<file path="config.mk">
export PLATFORM = sky130hd
export DESIGN_NAME = llqm_ctrl
export DESIGN_NICKNAME = d
export VERILOG_FILES = /design/src/linked_list_queue_manager_top_assert.svh /design/src/llqm_pkg.sv /design/src/llqm_ctrl.sv
export SDC_FILE = /design/constraint.sdc
export NUM_CORES = 1
export LEC_CHECK = 0
export BUFFER_PORTS_ARGS = -buffer_cell sky130_fd_sc_hd__buf_4
export CAP_MARGIN = 10
export CORE_MARGIN = 2
export CORE_UTILIZATION = 44
export DETAILED_ROUTE_END_ITERATION = 8
export PLACE_DENSITY_LB_ADDON = 0.08
export SLEW_MARGIN = 20
export SYNTH_ARGS = -nofsm -noshare
export SYNTH_HDL_FRONTEND = slang
export SYNTH_SLANG_ARGS = --single-unit
</file>
<file path="constraint.sdc">
create_clock -name i_clk -period 1.6 [get_ports i_clk]
set_input_delay 0.32 -clock i_clk [delete_from_list [all_inputs] [get_ports i_clk]]
set_output_delay 0.32 -clock i_clk [all_outputs]
set_load 0.02 [all_outputs]
</file>
<file path="src/linked_list_queue_manager_top_assert.svh">
// Assertion macros for the linked list queue manager.
// Included by the top level; no other dependencies.
`ifndef LINKED_LIST_QUEUE_MANAGER_TOP_ASSERT_SVH
`define LINKED_LIST_QUEUE_MANAGER_TOP_ASSERT_SVH

`ifndef SYNTHESIS
// same-cycle implication
`define LLQM_ASSERT_IMPLY(lbl, a, c) \
    lbl: assert property (@(posedge i_clk) disable iff (!i_rst_n) (a) |-> (c)) \
        else $error("llqm same-cycle check failed");
// next-cycle implication
`define LLQM_ASSERT_NEXT(lbl, a, c) \
    lbl: assert property (@(posedge i_clk) disable iff (!i_rst_n) (a) |=> (c)) \
        else $error("llqm next-cycle check failed");
`else
`define LLQM_ASSERT_IMPLY(lbl, a, c)
`define LLQM_ASSERT_NEXT(lbl, a, c)
`endif

`endif

</file>
<file path="src/llqm_pkg.sv">
// Shared constants, codes and types of the linked list queue manager.
// No dependencies.
package llqm_pkg;

    localparam int TABLE_SLOTS = 1024;
    localparam int NUM_LISTS   = 16;
    localparam int DATA_W      = 32;

    localparam int FUNC_W   = 3;
    localparam int ID_W     = 4;
    localparam int DIN_W    = 32;
    localparam int STATUS_W = 2;
    localparam int DOUT_W   = 32;
    localparam int COUNT_W  = 10;

    localparam int SLOT_W = $clog2(TABLE_SLOTS);
    localparam int CNT_W  = SLOT_W;
    localparam int STEP_W = $clog2(TABLE_SLOTS + 1);
    localparam int LIST_W = (NUM_LISTS > 1) ? $clog2(NUM_LISTS) : 1;

    localparam logic [FUNC_W-1:0] FN_OPEN       = 3'd0;
    localparam logic [FUNC_W-1:0] FN_RELEASE    = 3'd1;
    localparam logic [FUNC_W-1:0] FN_PUSH_FRONT = 3'd2;
    localparam logic [FUNC_W-1:0] FN_PUSH_BACK  = 3'd3;
    localparam logic [FUNC_W-1:0] FN_POP_FRONT  = 3'd4;
    localparam logic [FUNC_W-1:0] FN_POP_BACK   = 3'd5;

    localparam logic [STATUS_W-1:0] STS_OK        = 2'd0;
    localparam logic [STATUS_W-1:0] STS_EMPTY     = 2'd1;
    localparam logic [STATUS_W-1:0] STS_EXHAUSTED = 2'd2;
    localparam logic [STATUS_W-1:0] STS_NOT_OPEN  = 2'd3;

    typedef enum logic [3:0] {
        S_CLEAR,
        S_IDLE,
        S_DECODE,
        S_OPEN_TAKE,
        S_PUSH_TAKE,
        S_PUSH_TAIL,
        S_POP_ONE,
        S_POP_FRONT,
        S_WALK,
        S_PB_CUT,
        S_PB_FREE,
        S_OUT
    } t_state;

    typedef enum logic [3:0] {
        OP_NOP,
        OP_CLEAR,
        OP_LOAD,
        OP_SCAN,
        OP_RELEASE,
        OP_PUSH_HELD,
        OP_OPEN,
        OP_PUSH_TAKE,
        OP_PUSH_TAIL,
        OP_POP_ONE,
        OP_POP_FRONT,
        OP_WALK,
        OP_PB_CUT,
        OP_PB_FREE,
        OP_EMIT
    } t_dp_op;

    typedef struct packed {
        logic                in_ready;
        t_dp_op              op;
        logic [STATUS_W-1:0] status;
    } t_cmd;

    typedef struct packed {
        logic              in_valid;
        logic              out_free;
        logic              id_ok;
        logic              is_open;
        logic              cnt_zero;
        logic              cnt_one;
        logic              free_empty;
        logic              walk_more;
        logic              clear_last;
        logic [FUNC_W-1:0] func;
    } t_stat;

endpackage

</file>
<file path="src/llqm_ctrl.sv">
// Operation sequencer of the queue manager: one item at a time.
// Depends on llqm_pkg; drives the datapath through t_cmd, reads t_stat.
module llqm_ctrl import llqm_pkg::*; (
    input  logic  i_clk,
    input  logic  i_rst_n,
    input  t_stat i_stat,
    output t_cmd  o_cmd
);
    t_state r_state;
    t_state n_state;

    logic w_is_push;
    logic w_is_pop;

    assign w_is_push = (i_stat.func == FN_PUSH_FRONT) || (i_stat.func == FN_PUSH_BACK);
    assign w_is_pop  = (i_stat.func == FN_POP_FRONT) || (i_stat.func == FN_POP_BACK);

    always_ff @(posedge i_clk) begin
        if (!i_rst_n) begin
            r_state <= S_CLEAR;
        end else begin
            r_state <= n_state;
        end
    end

    // next state
    always_comb begin
        n_state = r_state;
        case (r_state)
            S_CLEAR: begin
                if (i_stat.clear_last) n_state = S_IDLE;
            end
            S_IDLE: begin
                if (i_stat.in_valid) n_state = S_DECODE;
            end
            S_DECODE: begin
                n_state = S_OUT;
                if (i_stat.id_ok && i_stat.func <= FN_POP_BACK) begin
                    if (i_stat.func == FN_OPEN) begin
                        if (!i_stat.is_open && !i_stat.free_empty) n_state = S_OPEN_TAKE;
                    end else if (i_stat.is_open) begin
                        if (w_is_push && !i_stat.cnt_zero && !i_stat.free_empty) begin
                            n_state = S_PUSH_TAKE;
                        end else if (w_is_pop && !i_stat.cnt_zero) begin
                            if (i_stat.cnt_one) begin
                                n_state = S_POP_ONE;
                            end else if (i_stat.func == FN_POP_FRONT) begin
                                n_state = S_POP_FRONT;
                            end else begin
                                n_state = S_WALK;
                            end
                        end
                    end
                end
            end
            S_PUSH_TAKE: begin
                n_state = (i_stat.func == FN_PUSH_BACK) ? S_PUSH_TAIL : S_OUT;
            end
            S_WALK: begin
                if (!i_stat.walk_more) n_state = S_PB_CUT;
            end
            S_PB_CUT:    n_state = S_PB_FREE;
            S_OPEN_TAKE,
            S_PUSH_TAIL,
            S_POP_ONE,
            S_POP_FRONT,
            S_PB_FREE:   n_state = S_OUT;
            S_OUT: begin
                if (i_stat.out_free) n_state = S_IDLE;
            end
            default:     n_state = S_IDLE;
        endcase
    end

    // commands
    always_comb begin
        o_cmd.in_ready = 1'b0;
        o_cmd.op       = OP_NOP;
        o_cmd.status   = STS_OK;
        case (r_state)
            S_CLEAR: o_cmd.op = OP_CLEAR;
            S_IDLE: begin
                o_cmd.in_ready = 1'b1;
                if (i_stat.in_valid) o_cmd.op = OP_LOAD;
            end
            S_DECODE: begin
                o_cmd.op = OP_SCAN;
                if (!i_stat.id_ok) begin
                    if (i_stat.func <= FN_POP_BACK) o_cmd.status = STS_NOT_OPEN;
                end else if (i_stat.func > FN_POP_BACK) begin
                    o_cmd.status = STS_OK;
                end else if (i_stat.func == FN_OPEN) begin
                    if (!i_stat.is_open && i_stat.free_empty) o_cmd.status = STS_EXHAUSTED;
                end else if (!i_stat.is_open) begin
                    o_cmd.status = STS_NOT_OPEN;
                end else if (i_stat.func == FN_RELEASE) begin
                    o_cmd.op = OP_RELEASE;
                end else if (w_is_push) begin
                    if (i_stat.cnt_zero) begin
                        o_cmd.op = OP_PUSH_HELD;
                    end else if (i_stat.free_empty) begin
                        o_cmd.status = STS_EXHAUSTED;
                    end
                end else if (i_stat.cnt_zero) begin
                    o_cmd.status = STS_EMPTY;
                end
            end
            S_OPEN_TAKE: o_cmd.op = OP_OPEN;
            S_PUSH_TAKE: o_cmd.op = OP_PUSH_TAKE;
            S_PUSH_TAIL: o_cmd.op = OP_PUSH_TAIL;
            S_POP_ONE:   o_cmd.op = OP_POP_ONE;
            S_POP_FRONT: o_cmd.op = OP_POP_FRONT;
            S_WALK:      o_cmd.op = OP_WALK;
            S_PB_CUT:    o_cmd.op = OP_PB_CUT;
            S_PB_FREE:   o_cmd.op = OP_PB_FREE;
            S_OUT: begin
                if (i_stat.out_free) o_cmd.op = OP_EMIT;
            end
            default:     o_cmd.op = OP_NOP;
        endcase
    end
endmodule

</file>
## After elaboration in Yosys (flattened, before gate mapping)

Cells that the tools add are included.

- Word-level logic and storage cells: 75
- Output and inout bits: 7
- Flip-flop bits (word level): 4

- Mux-type cells: 37
- Order comparisons: 2
- Reductions and logical operators: 15
- Equal/unequal tests: 20

Operator list:

| operator | count |
|---|---|
| two-way mux 4 bit | 20 |
| one-hot mux 4 bit (12 select lines) | 1 |
| one-hot mux 4 bit (8 select lines) | 1 |
| two-way mux 2 bit | 12 |
| == test 4 x 3 -> 1 bit (second input constant) | 4 |
| == test 4 bit (second input constant) | 4 |
| == test 4 x 2 -> 1 bit (second input constant) | 2 |
| inequality test 2 bit (second input constant) | 4 |
| == test 3 x 2 -> 1 bit (second input constant) | 2 |
| == test 3 bit (second input constant) | 2 |
| logical AND 1 bit | 6 |
| OR reduction 5 bit | 1 |
| == test 4 x 1 -> 1 bit (second input constant) | 1 |
| logical NOT 4 bit | 1 |
| AND reduction 4 bit | 1 |
| == test 3 x 1 -> 1 bit (second input constant) | 1 |
| > comparator 3 bit (second input constant) | 1 |
| less-or-equal comparator 3 bit (second input constant) | 1 |
| logical NOT 1 bit | 3 |
| logical NOT 3 bit | 1 |
| two-way mux 3 bit | 1 |
| logical OR 1 bit | 2 |
| two-way mux 1 bit | 2 |

## Longest topological paths before layout

- Word-level depth: 9
- Gate-level depth with buffers: 6
- Mapped depth without buffers: 4

## Least setup slack after synthesis

Ideal clock, no wire load.

- Path kind: reg2out
- Start point: reg r_state[3]
- End point: out o_cmd[1] in the netlist's numbering
- Stages on the path, launching flop included: 6
- Path buffers: 1
- Data required time: 1.280 ns
- Path slack: -0.206 ns
- Data arrival time: 1.486 ns
- Path through: dfxtp_1 > buf_6 > or3b_4 > nor2_4 > nand2_1 > nor3_1

RTL lines:

| element | line | source |
|---|---|---|
| from (decl) | llqm_ctrl.sv:9 | `t_state r_state;` |
| from (signal assigned) | llqm_ctrl.sv:22 | `r_state <= n_state;` |
| to (decl) | llqm_ctrl.sv:7 | `output t_cmd o_cmd` |

==> summary by stage <==
Timing
The number of endpoints with negative hold slack in the final report is 0. The worst slew slack as a fraction of its limit is 67.49%. On the final layout, the worst hold slack is 317.8 ps. The maximum operating frequency is 0.5583 GHz. The number of slew-limit violations in the final report was 0. After routing, the total negative slack on setup checks comes to -853.7 ps. The final worst-path cycle share is 111.9%. The minimum period implied by the final worst setup slack is 1791 ps. The worst setup margin is -191.1 ps. The actual slew at the worst max-slew pin is 480.9 ps. The maximum clock skew at final layout is 4.459 ps. Setup repair after global routing could not meet its margin everywhere. Setup violations remaining at the end of the flow were counted as 7.

Worst setup path
Data on the critical path arrives at its endpoint at 1470 ps. The worst register-to-register path begins at r_state[3]. In this run the worst setup path begins at r_state[3].

The highest fanout seen on the critical path is 4. The top cell family by delay on the critical path is simple AND/OR/NAND/NOR gates. The critical path is of the flip-flop to output port type. The required time at the endpoint of the critical path is 1280 ps. The slowest stage of the critical path belongs to the cell sky130_fd_sc_hd__or3b_4.

STA classifies the critical path endpoint as an output port. The worst setup path is launched from a flip-flop. The maximum cell stage delay along the critical path is 420 ps. The number of buffers and inverters on the critical path is 1. The signal on the critical path passes through or3b_4 > nor2_4 > nand2_2 > nor3_2 > buf_4. The setup check on the worst reg-to-reg path leaves a slack of -110 ps. The count of cells along the worst register-to-register path is 6. The worst register-to-register path ends at r_state[2].

Route
The average vias per placed instance is 5.972. The final routed wire length divided by cell count is 14.70 um. The total number of vias is 866. The residual DRC count is 0. The number of detailed-routing iterations run before antenna repair is 4. The post-detailed-routing wire length is 2.132 mm.

In this run the remaining antenna-violating nets after routing total 0. The first-iteration detailed-routing DRC count is 12.

Status
The final reports fail on setup timing. The flow ran to the end, but the final reports show violations.

Clock network
The number of buffers added by the clock tree synthesis step is 3. The clock tree root buffer cell is sky130_fd_sc_hd__clkbuf_4. The CTS tree is built. After clock tree synthesis, the clock-pin slew on the worst setup and hold paths is 40 ps. CTS built an H-tree with a depth of 1. The clock reaches the later pin of the worst-skew pair after 240 ps. Counting along the longest clock path gives a buffer depth of 2. The clock sink count is 4. The hold-fix buffer count after cts is 0.

Global routing
The initial antenna violation count is 0. The global-route wire length before repair is 3.491 mm. The via count of the first global-routing pass is 763. The overall track demand over capacity in global routing is 25.42%. The global route total overflow is 0.

The largest net degree at the start of global routing is 15.

Die
The die is 41.86 um tall. The initial core utilization is 47.86%. The width of the chip is 41.86 um. The number of placement rows is 13. The number of primary I/O pins is 21. After floorplanning, the core was sized to cover 1318 sq um. The die covers 1752 sq um.

Placed design
The global placement routability congestion is 0.8274. The total of buffers placed on input and output ports is 20. The total placed instance area is 852.1 sq um. The detailed-placement wirelength estimate is 1.404 mm. In this run, placement finished with an instance count of 134.

Synth
The total of flip-flops plus latches after synthesis is 4. A synthesized cell averages 6.638 sq um. The gate count after technology mapping is 95. The mapped netlist covers 630.6 sq um. The sequential cell area fraction in the yosys report is 12.70%. The distinct cell type count of the synthesized netlist is 42. The cell taking the most area after synthesis is sky130_fd_sc_hd__dfxtp_1. During synthesis, Yosys emitted a total of 0 warnings.

The number of nets produced by synthesis is 109. For this run, asynchronously set or reset flops after synthesis account for 0%. The number of flops mapped to enable cells by yosys is 0. The most frequently used flop master after synthesis is sky130_fd_sc_hd__dfxtp_1. The fraction of post-synthesis cell area in the top cell type by area is 12.70%.

After synthesis, the cell types taking the most area are sky130_fd_sc_hd__dfxtp_1 13%, sky130_fd_sc_hd__o21ai_0 6.3%, sky130_fd_sc_hd__a21oi_1 4.8%. By count the netlist is led by 8 x sky130_fd_sc_hd__inv_1, 8 x sky130_fd_sc_hd__nor2_1, 8 x sky130_fd_sc_hd__o21ai_0.

Run
The max-capacitance violation count is 0.

Finish
0 antenna diodes ended up in the layout. Cells with a size suffix above 1 make up 49.23% of the layout. The final net count is 146. The count of placed standard cells in the final layout, fillers left out is 145. The finished cells cover 1021 sq um. The register bank with the most flops is r_state. The register with the most flip-flops in the layout has 4 of them. The area overhead of the layout relative to synthesis is 61.90%. The largest registers in the layout are r_state: 4 flops.

Worst hold path
The startpoint of the most critical hold path is i_rst_n. The worst hold endpoint is r_state[0]. The type of the tightest min-delay check is primary input to flip-flop. The number of cells on the worst hold path is 2.

Power and ir drop
The total power divided by cell area is 409.5 nW/um^2. IR analysis of the VDD net gives a maximum drop of 0.1625 mV. In this run the static leakage power is 0.4442 nW.
## logic make-up after synthesis
logic type      Yosys count  synth area share, %
compound gates           34                36.91
xor+xnor                  1                1.389
buf+inv                  15                10.91
simple gates             40                36.51
flops                     4                12.70
mux                       1                1.587
## final cells by class
cell class | count | area [sq um]
repair buffers | 39 | 297.8
multi-input cells | 76 | 566.8
clock buffers | 3 | 22.52
fillers | 109 | 296.5
well taps | 15 | 18.77
inverters | 8 | 30.03
flip-flops and latches | 4 | 85.08
## per-layer routing
| metal | vias up | routed length [um] | global-route usage, % |
|---|---|---|---|
| met1 | 408 | 978 | 36.27 |
| met3 | 4 | 104 | 3.043 |
| met4 | 0 | 34 | 11.61 |
| li1 | 425 | - | - |
| met2 | 29 | 1015 | 37.50 |
| met5 | - | 0 | 0 |
## placed cells by master (no fill, tap or decap), types with 2 or more instances in the layout
cell                       Yosys  routed
sky130_fd_sc_hd__nand2b_1      2       2
sky130_fd_sc_hd__a21oi_2       0       2
sky130_fd_sc_hd__nor3_2        0       2
sky130_fd_sc_hd__o21ai_0       8       3
sky130_fd_sc_hd__a311oi_1      2       2
sky130_fd_sc_hd__o21ai_1       0       5
sky130_fd_sc_hd__o22ai_1       2       2
sky130_fd_sc_hd__nand3_1       2       2
sky130_fd_sc_hd__dfxtp_2       0       4
sky130_fd_sc_hd__buf_4         1      36
sky130_fd_sc_hd__a32oi_1       2       2
sky130_fd_sc_hd__nor2b_1       3       3
sky130_fd_sc_hd__nor3_1        4       2
sky130_fd_sc_hd__o21a_1        2       2
sky130_fd_sc_hd__nor2_1        8       5
sky130_fd_sc_hd__clkbuf_4      0       3
sky130_fd_sc_hd__nor2_4        1       3
sky130_fd_sc_hd__nand2_1       7       6
sky130_fd_sc_hd__a21oi_1       6       4
sky130_fd_sc_hd__nand4_1       2       2
sky130_fd_sc_hd__inv_1         8       7
sky130_fd_sc_hd__buf_6         1       2
## power by group
group / internal, mW / switching [mW]
Clock: 0.0843 / 0.0478
Combinational: 0.0868 / 0.0879
Sequential: 0.104 / 0.00732
Total: 0.275 / 0.143
## worst max path at each step
stage / to / slack (ps) / depth (start not counted)
after floorplan: o_cmd[0] / -60 / 5
after global placement: o_cmd[4] / -20 / 6
after detailed placement: o_cmd[3] / -50 / 6
after CTS: o_cmd[1] / -190 / 5
after global routing: o_cmd[1] / -290 / 5
final: o_cmd[1] / -190 / 5
## per-stage QoR
| stage | power, mW | utilization (%) | setup WS [ps] |
|---|---|---|---|
| 3_3_place_gp | 0.2632 | 64.67 | -24.59 |
| 6_report | 0.4181 | 77.49 | -191.1 |
| 2_1_floorplan | 0.1921 | - | -56.00 |
| 3_5_place_dp | 0.2644 | 64.67 | -50.33 |
| 4_1_cts | 0.3974 | 71.32 | -186.7 |
| 5_1_grt | 0.4434 | 77.49 | -288.1 |
## what timing repair did
action,4_1_cts,5_1_grt
setup buffers,5,3
gates cloned,1,0
pin swaps,3,5
setup endpoints to repair,7,8
gates resized for setup,11,18
Note: power is estimated with default switching activity, not from simulation.
